--- config.mk ---
export PLATFORM = sky130hd
export DESIGN_NAME = rgb_to_hsl_flat
export DESIGN_NICKNAME = d
export VERILOG_FILES = /design/src/sv/rgbhsl_pkg.sv /design/src/sv/rgbhsl_if.sv /design/src/sv/rgbhsl_front.sv /design/src/sv/rgbhsl_cell.sv /design/src/sv/rgb_to_hsl.sv /design/src/flat_wrapper.sv
export SDC_FILE = /design/constraint.sdc
export NUM_CORES = 2
export LEC_CHECK = 0
export BUFFER_PORTS_ARGS = -buffer_cell sky130_fd_sc_hd__buf_2
export CORE_MARGIN = 3
export CORE_UTILIZATION = 40
export CTS_CLUSTER_SIZE = 16
export DETAILED_ROUTE_END_ITERATION = 8
export GPL_TIMING_DRIVEN = 0
export HOLD_SLACK_MARGIN = 0.06
export PLACE_DENSITY = 0.55
export SLEW_MARGIN = 20
export SYNTH_ARGS = -nofsm -noshare
export SYNTH_HDL_FRONTEND = slang
export SYNTH_SLANG_ARGS = --single-unit
export TNS_END_PERCENT = 50
--- constraint.sdc ---
create_clock -name clk -period 9.2 [get_ports clk]
set_input_delay 1.84 -clock clk [delete_from_list [all_inputs] [get_ports clk]]
set_output_delay 1.84 -clock clk [all_outputs]
set_load 0.1 [all_outputs]
--- src/sv/rgbhsl_pkg.sv ---
// Shared constants and types for the RGB to HSL converter.
package rgbhsl_pkg;
	localparam int CB = 8;
	localparam int FS = (1 << CB) - 1;
	localparam int QW = 12;
	localparam int RW = CB + 2 + QW;
	localparam int BW = CB + 3;
	localparam int NL = 2;
	localparam int HUE_WRAP = 3600;
	localparam int HUE_SCALE = 1200;
	localparam int FRAC_SCALE = 8190;
	localparam int FRAC_ONE = 4095;
	localparam int LW = CB + 13;
	localparam int LIT_SHIFT = 32;
	localparam int RCW = LIT_SHIFT - CB + 1;
	localparam int PW = LW + RCW;
	localparam longint LIT_RECIP = ((longint'(1) << LIT_SHIFT) + 2 * FS - 1) / (2 * FS);
	localparam logic [0:0] LANE_HUE = 1'd0;
	localparam logic [0:0] LANE_SAT = 1'd1;

	typedef struct packed {
		logic                        valid;
		logic                        hue_zero;
		logic                        sat_zero;
		logic [CB:0]                 sum;
		logic [NL-1:0][RW-1:0]       rem;
		logic [NL-1:0][RW-1:0]       dsh;
		logic [NL-1:0][QW-1:0]       quo;
	} cell_t;
endpackage

--- src/sv/rgbhsl_if.sv ---
// Channel interfaces for pixels in and HSL items out.
interface rgbhsl_pix_if;
	logic                      valid;
	logic                      ready;
	logic [rgbhsl_pkg::CB-1:0] red;
	logic [rgbhsl_pkg::CB-1:0] green;
	logic [rgbhsl_pkg::CB-1:0] blue;
	modport source (output valid, red, green, blue, input ready);
	modport sink (input valid, red, green, blue, output ready);
endinterface

interface rgbhsl_hsl_if;
	logic        valid;
	logic        ready;
	logic [11:0] hue;
	logic [11:0] saturation;
	logic [11:0] lightness;
	modport source (output valid, hue, saturation, lightness, input ready);
	modport sink (input valid, hue, saturation, lightness, output ready);
endinterface

--- src/sv/rgbhsl_front.sv ---
// Front stage: max, min, chroma, the lightness sum and the two dividend/divisor pairs.
module rgbhsl_front (
	input  logic                      clk,
	input  logic                      arst_n,
	input  logic                      en,
	input  logic                      valid,
	input  logic [rgbhsl_pkg::CB-1:0] red,
	input  logic [rgbhsl_pkg::CB-1:0] green,
	input  logic [rgbhsl_pkg::CB-1:0] blue,
	output rgbhsl_pkg::cell_t         cell_s1
);
	localparam int CB = rgbhsl_pkg::CB;
	localparam int RW = rgbhsl_pkg::RW;
	localparam int BW = rgbhsl_pkg::BW;

	logic [CB-1:0] hi, lo, c;
	logic [CB:0]   sum, den;
	logic [BW-1:0] base;
	logic [RW-1:0] hn, hd, sn, sd;
	rgbhsl_pkg::cell_t nxt;

	always_comb begin
		hi = red;
		if (green > hi) hi = green;
		if (blue > hi) hi = blue;
		lo = red;
		if (green < lo) lo = green;
		if (blue < lo) lo = blue;
		c = hi - lo;
		if (hi == red) begin
			if (green >= blue) base = BW'(green) - BW'(blue);
			else base = BW'(6) * BW'(c) - (BW'(blue) - BW'(green));
		end else if (hi == green) begin
			base = BW'(2) * BW'(c) + BW'(blue) - BW'(red);
		end else begin
			base = BW'(4) * BW'(c) + BW'(red) - BW'(green);
		end
		sum = (CB+1)'(hi) + (CB+1)'(lo);
		den = (sum <= (CB+1)'(rgbhsl_pkg::FS)) ? sum : ((CB+1)'(2 * rgbhsl_pkg::FS) - sum);
		hn = RW'(rgbhsl_pkg::HUE_SCALE) * RW'(base) + RW'(c);
		hd = RW'(c) << 1;
		sn = RW'(rgbhsl_pkg::FRAC_SCALE) * RW'(c) + RW'(den);
		sd = RW'(den) << 1;
		nxt.valid = valid;
		nxt.hue_zero = (c == '0);
		nxt.sat_zero = (den == '0);
		nxt.sum = sum;
		nxt.rem[rgbhsl_pkg::LANE_HUE] = hn;
		nxt.rem[rgbhsl_pkg::LANE_SAT] = sn;
		nxt.dsh[rgbhsl_pkg::LANE_HUE] = hd << (rgbhsl_pkg::QW - 1);
		nxt.dsh[rgbhsl_pkg::LANE_SAT] = sd << (rgbhsl_pkg::QW - 1);
		nxt.quo = '0;
	end

	always_ff @(posedge clk or negedge arst_n) begin
		if (!arst_n) begin
			cell_s1 <= '0;
		end else if (en) begin
			cell_s1 <= nxt;
		end
	end
endmodule

--- src/sv/rgbhsl_cell.sv ---
// Division cell: one quotient bit for each of the two lanes.
module rgbhsl_cell (
	input  logic              clk,
	input  logic              arst_n,
	input  logic              en,
	input  rgbhsl_pkg::cell_t prev,
	output rgbhsl_pkg::cell_t cell_q
);
	rgbhsl_pkg::cell_t nxt;

	always_comb begin
		nxt = prev;
		for (int i = 0; i < rgbhsl_pkg::NL; i++) begin
			if (prev.rem[i] >= prev.dsh[i]) begin
				nxt.rem[i] = prev.rem[i] - prev.dsh[i];
				nxt.quo[i] = {prev.quo[i][rgbhsl_pkg::QW-2:0], 1'b1};
			end else begin
				nxt.quo[i] = {prev.quo[i][rgbhsl_pkg::QW-2:0], 1'b0};
			end
			nxt.dsh[i] = prev.dsh[i] >> 1;
		end
	end

	always_ff @(posedge clk or negedge arst_n) begin
		if (!arst_n) begin
			cell_q <= '0;
		end else if (en) begin
			cell_q <= nxt;
		end
	end
endmodule

--- src/sv/rgb_to_hsl.sv ---
// Top level of the RGB to HSL pixel converter.
// Usage:
//   pixel: one item per pixel, 8-bit red, green and blue (255 is 1.0).
//   colour: one item per pixel, hue in tenths of a degree (0..3599),
//   saturation and lightness as 12-bit fractions (4095 is 1.0).
//   Both channels move an item when valid and ready are high at a clock edge.
// Timing:
//   The front stage registers the item at the accepting edge, twelve division
//   cells each settle one bit of the hue and saturation quotients, and the
//   output register forms lightness by a reciprocal multiplication of the
//   carried sum.
//   Throughput is one pixel per cycle while the output is not stalled.
// Stall:
//   While the receiver holds ready low with a result waiting, the whole row
//   holds and pixel.ready drops; nothing is lost or repeated.
// Reset:
//   arst_n clears all valid bits at once; no item is pending afterwards.
module rgb_to_hsl (
	input  logic clk,
	input  logic arst_n,
	rgbhsl_pix_if.sink   pixel,
	rgbhsl_hsl_if.source colour
);
	localparam int QW = rgbhsl_pkg::QW;
	localparam int LW = rgbhsl_pkg::LW;
	localparam int PW = rgbhsl_pkg::PW;

	logic              en;
	rgbhsl_pkg::cell_t chain [0:QW];
	logic [QW-1:0]     hq;
	logic [LW-1:0]     lit_num;
	logic [PW-1:0]     lit_prod;

	assign en = !colour.valid || colour.ready;
	assign pixel.ready = en;

	rgbhsl_front u_front (
		.clk(clk), .arst_n(arst_n), .en(en), .valid(pixel.valid),
		.red(pixel.red), .green(pixel.green), .blue(pixel.blue),
		.cell_s1(chain[0])
	);

	for (genvar k = 0; k < QW; k++) begin : g_cell
		rgbhsl_cell u_cell (
			.clk(clk), .arst_n(arst_n), .en(en), .prev(chain[k]), .cell_q(chain[k+1])
		);
	end

	assign hq = chain[QW].quo[rgbhsl_pkg::LANE_HUE];
	assign lit_num = LW'(rgbhsl_pkg::FRAC_ONE) * LW'(chain[QW].sum) + LW'(rgbhsl_pkg::FS);
	assign lit_prod = PW'(lit_num) * PW'(rgbhsl_pkg::LIT_RECIP);

	always_ff @(posedge clk or negedge arst_n) begin
		if (!arst_n) begin
			colour.valid <= 1'b0;
			colour.hue <= '0;
			colour.saturation <= '0;
			colour.lightness <= '0;
		end else if (en) begin
			colour.valid <= chain[QW].valid;
			if (chain[QW].hue_zero) colour.hue <= '0;
			else if (hq >= QW'(rgbhsl_pkg::HUE_WRAP)) colour.hue <= hq - QW'(rgbhsl_pkg::HUE_WRAP);
			else colour.hue <= hq;
			colour.saturation <= chain[QW].sat_zero ? '0 : chain[QW].quo[rgbhsl_pkg::LANE_SAT];
			colour.lightness <= lit_prod[rgbhsl_pkg::LIT_SHIFT +: QW];
		end
	end

`ifndef SYNTHESIS
	a_hue_range: assert property (@(posedge clk) disable iff (!arst_n)
		colour.valid |-> colour.hue < 12'd3600) else $error("hue out of range");
	a_ready: assert property (@(posedge clk) disable iff (!arst_n)
		pixel.ready == (!colour.valid || colour.ready)) else $error("ready mismatch");
	a_flow: assert property (@(posedge clk) disable iff (!arst_n)
		(en && chain[QW].valid) |=> colour.valid) else $error("item dropped");
	a_grey_sat: assert property (@(posedge clk) disable iff (!arst_n)
		(en && chain[QW].valid && chain[QW].hue_zero) |=> colour.saturation == '0)
		else $error("grey pixel with saturation");
`endif
endmodule

--- src/flat_wrapper.sv ---
// flat-port wrapper written by rule: the top's interface ports become plain ports
module rgb_to_hsl_flat 
  (clk, arst_n, pixel_valid, pixel_red, pixel_green, pixel_blue, pixel_ready, colour_valid, colour_hue, colour_saturation, colour_lightness, colour_ready);
  rgbhsl_pix_if pixel_i ();
  rgbhsl_hsl_if colour_i ();
  input  logic clk;
  input  logic arst_n;
  input wire logic [$bits(pixel_i.valid)-1:0] pixel_valid;
  input wire logic [$bits(pixel_i.red)-1:0] pixel_red;
  input wire logic [$bits(pixel_i.green)-1:0] pixel_green;
  input wire logic [$bits(pixel_i.blue)-1:0] pixel_blue;
  output wire logic [$bits(pixel_i.ready)-1:0] pixel_ready;
  output wire logic [$bits(colour_i.valid)-1:0] colour_valid;
  output wire logic [$bits(colour_i.hue)-1:0] colour_hue;
  output wire logic [$bits(colour_i.saturation)-1:0] colour_saturation;
  output wire logic [$bits(colour_i.lightness)-1:0] colour_lightness;
  input wire logic [$bits(colour_i.ready)-1:0] colour_ready;
  assign pixel_i.valid = pixel_valid;
  assign pixel_i.red = pixel_red;
  assign pixel_i.green = pixel_green;
  assign pixel_i.blue = pixel_blue;
  assign pixel_ready = pixel_i.ready;
  assign colour_valid = colour_i.valid;
  assign colour_hue = colour_i.hue;
  assign colour_saturation = colour_i.saturation;
  assign colour_lightness = colour_i.lightness;
  assign colour_i.ready = colour_ready;
  rgb_to_hsl u_core (.clk(clk), .arst_n(arst_n), .pixel(pixel_i), .colour(colour_i));
endmodule
==> impl_results.md <==
* Status: complete, but fails checks
* Failing checks: negative setup slack
* Post-synth EDFFs at 0
* Layout area overhead at 17.2%
* Setup ws final at -2150 ps
* Ys flop type: dfrtp_1
* Vias in the first global route at 51100
* Reg clk slew, reported paths at roughly 60 ps
* Router iterations before antenna repair at 6
* Reg2reg setup slack at -130 ps
* Syn avg cell area at 8.63 µm²
* Worst Hold End: u_core.g_cell[5].u_cell.cell_q[1]
* DRT iter0 DRCs at 3758
* WP data arrival at 11880 ps
* Share of post-route cells with drive strength above 1 at between 10% and 20%
* Number of fill cells at between 15000 and 20000
* Worst-case clock buffer depth at 3
* Hold depth at 2
* R2R Path End: u_core.colour.lightness[11]
* Cts hold-fix bufs at 0
* Global-route wire length before repair at between 300000 and 400000 µm
* Yosys cell types at between 90 and 100
* IO buf count at 65
* Startpoint class of the critical path: primary input
* CTS tree: done
* Async set-reset flop share out of synthesis at 100%
* Routability cong. at ~0.9
* WP buf/inv at 7
* Synthesized cell area at between 60000 and 70000 µm²
* Tcrit/Tclk final at 123%
* Final Hold Violating Endpoints at 0
* Vias at just over 50000
* Final nets at around 8400
* Inserted Clock Buffers at ~110
* Count of final setup violators at 30
* Boundary Pins at 66
* Register area share after synthesis at about two fifths
* Die height at 402 µm
* Hold Crit Class: reg2reg
* Most frequent cells in the layout: nand2_1, dfrtp_1, o21ai_0
* Core Box Area at between 150000 and 200000 µm²
* Root buf cell: clkbuf_16
* Max Cap Viol at 0
* Slew Limit Fails at 0
* Crit. Startpoint: pixel_green[1]
* Hold Slack at between 400 and 500 ps
* HPWL after detailed placement at about 150000 µm
* Worst R2R Path Depth at 33
* FP Rows at roughly 140
* Kind of critical path: in2reg
* Vias per cell at 5.24
* WL per Instance at about 20 µm
* Crit path max-delay family: adder cells
* Die ar. at 162000 µm²
* Synthesized Nets at ~8000
* Seq cells post-synth at 1000
* Final non-filler cell total at slightly below 10000
* Slowest CP cell: fa_1
* H-tree lvl count at 3
* Max Fanout on Critical Path at 6
* Placed inst area at between 60000 and 70000 µm²
* Minimum clock period at 11350 ps
* Antenna Nets Post-Route at 0
* Unrepaired setup endpoints after global routing: true
* Skew final at ~80 ps
* GR Util All Layers at a little under a quarter
* Slew @ Worst Pin at around 1200 ps
* Largest net degree at the start of global routing at 130
* Headroom to the max-slew limit at ~21%
* Sink Count at 1000
* Post-Route WL at 197000 µm
* Max incr delay on CP at 580 ps
* Post-Synthesis Cells at slightly above 7000
* DRC at 0
* Most common cell after layout, fill and taps aside: nand2_1
* Dpl cells at approximately 9400
* Beginning of the worst register-to-register path: u_core.g_cell[11].u_cell.cell_q[115]
* Initial Utilization at between 40% and 50%
* Die extent in x at ~400 µm
* Finished Cell Area at about 73000 µm²
* Crit end category: register
* Hold_sp: u_core.g_cell[4].u_cell.cell_q[0]
* Worst EP required at between 9000 and 10000 ps
* Initial antenna violation count at 8
* Worst skew pair latency at roughly 760 ps
* Ys Warns at 0
* Grt ovf at 0
* Max Freq at 0.0881 GHz
==> repair_timing <==
action                     4_1_cts  5_1_grt
pin swaps                      149      143
setup endpoints to repair       45       40
buffers inserted               125       49
resized for setup              295      141
==> cell families after synthesis <==
| logic type | after synthesis | share of synthesized area (%) |
|---|---|---|
| adder cells (fa/ha/maj) | 705 | 15.7 |
| buffers and inverters | 825 | 4.97 |
| XOR/XNOR | 354 | 4.94 |
| AO/OA/AOI/OAI | 1497 | 13.9 |
| multiplexers | 72 | 1.19 |
| flip-flops | 1000 | 39.9 |
| AND/OR/NAND/NOR | 2813 | 19.4 |
==> layout make-up <==
type,instances,area [µm²],share of cell area [%]
multi-input combinational,5441,36800,50.1
sequential,1000,25000,34.1
clock buffer,160,3140,4.27
tap,2044,2560,3.48
timing repair buffer,245,2080,2.83
inverter,541,2080,2.83
buffer,283,1200,1.64
clock inverter,43,554,0.754
antenna,3,7.51,0.0102
==> per-layer routing <==
layer | GRT usage, % | part of all wire [%]
met3 | 2.69 | 4.0
met4 | 8.26 | 3.7
met5 | 0 | 0.0071
met1 | 31.1 | 44
met2 | 41.3 | 49
==> worst reg2reg max path, delay by kind of cell (launching register included) <==
| family | cells | cell delay [ps] |
|---|---|---|
| and+or+nand+nor | 1 | 190 |
| buffers and inverters | 3 | 280 |
| DFF | 1 | 500 |
| AOI/OAI and AO/OA | 16 | 3470 |
| adders and majority gates | 11 | 4380 |
| xor gates and xnor gates | 2 | 380 |
==> registers in the layout, summed over array words and instances, names as in the netlist <==
register,cells
u_core.colour.lightness,12
u_core.colour.valid,1
u_core.colour.hue,12
u_core.colour.saturation,12
u_core.g_cell.u_cell.cell_q,897
u_core.u_front.cell_s1,66
==> how the worst max path moves through the flow <==
stage | endpoint | slack (ps) | cells after the start
3_3_place_gp | u_core.u_front.cell_s1[121] | -16020 | 1
4_1_cts | u_core.u_front.cell_s1[87] | -2070 | 52
5_1_grt | u_core.u_front.cell_s1[88] | -2510 | 51
6_report | u_core.u_front.cell_s1[87] | -2150 | 52
2_1_floorplan | u_core.u_front.cell_s1[89] | -2520 | 48
3_5_place_dp | u_core.u_front.cell_s1[87] | -4770 | 51
==> synth_stat cells (17+ instances only) <==
cell,count,area (µm²)
nor4_1,55,344
or3_1,27,169
ha_1,564,7060
o21a_1,25,188
o21bai_1,34,255
nand4_1,52,325
o31a_1,23,201
nand2_1,1700,6380
nor2b_1,110,688
or4_1,18,135
nand3b_1,31,233
inv_1,540,2030
fa_1,140,2800
xor2_1,111,972
a21oi_1,420,2100
o21ai_0,662,3310
nor2_1,517,1940
nand3_1,45,225
a21boi_0,53,398
a211oi_1,17,128
nand2b_1,60,375
a31oi_1,20,125
o211ai_1,25,188
mux2i_1,53,531
nor3_1,92,460
xnor2_1,243,2130
dfrtp_1,1000,25000
mux2_2,19,214
clkbuf_1,265,995
a21o_1,92,691
==> per-stage QoR <==
stage,setup slack (ps),utilization (%),TNS [ps]
after detailed placement,-4770,42.8,-109920
after global placement,-16020,42.6,-
after floorplan,-2520,-,-43020
after CTS,-2070,46.7,-32240
after global routing,-2510,47.4,-41060
final,-2150,47.4,-30370
Power is left out: the tool's default activity adds up to more than one toggle a clock period on the data nets, which glitch-free logic cannot reach.
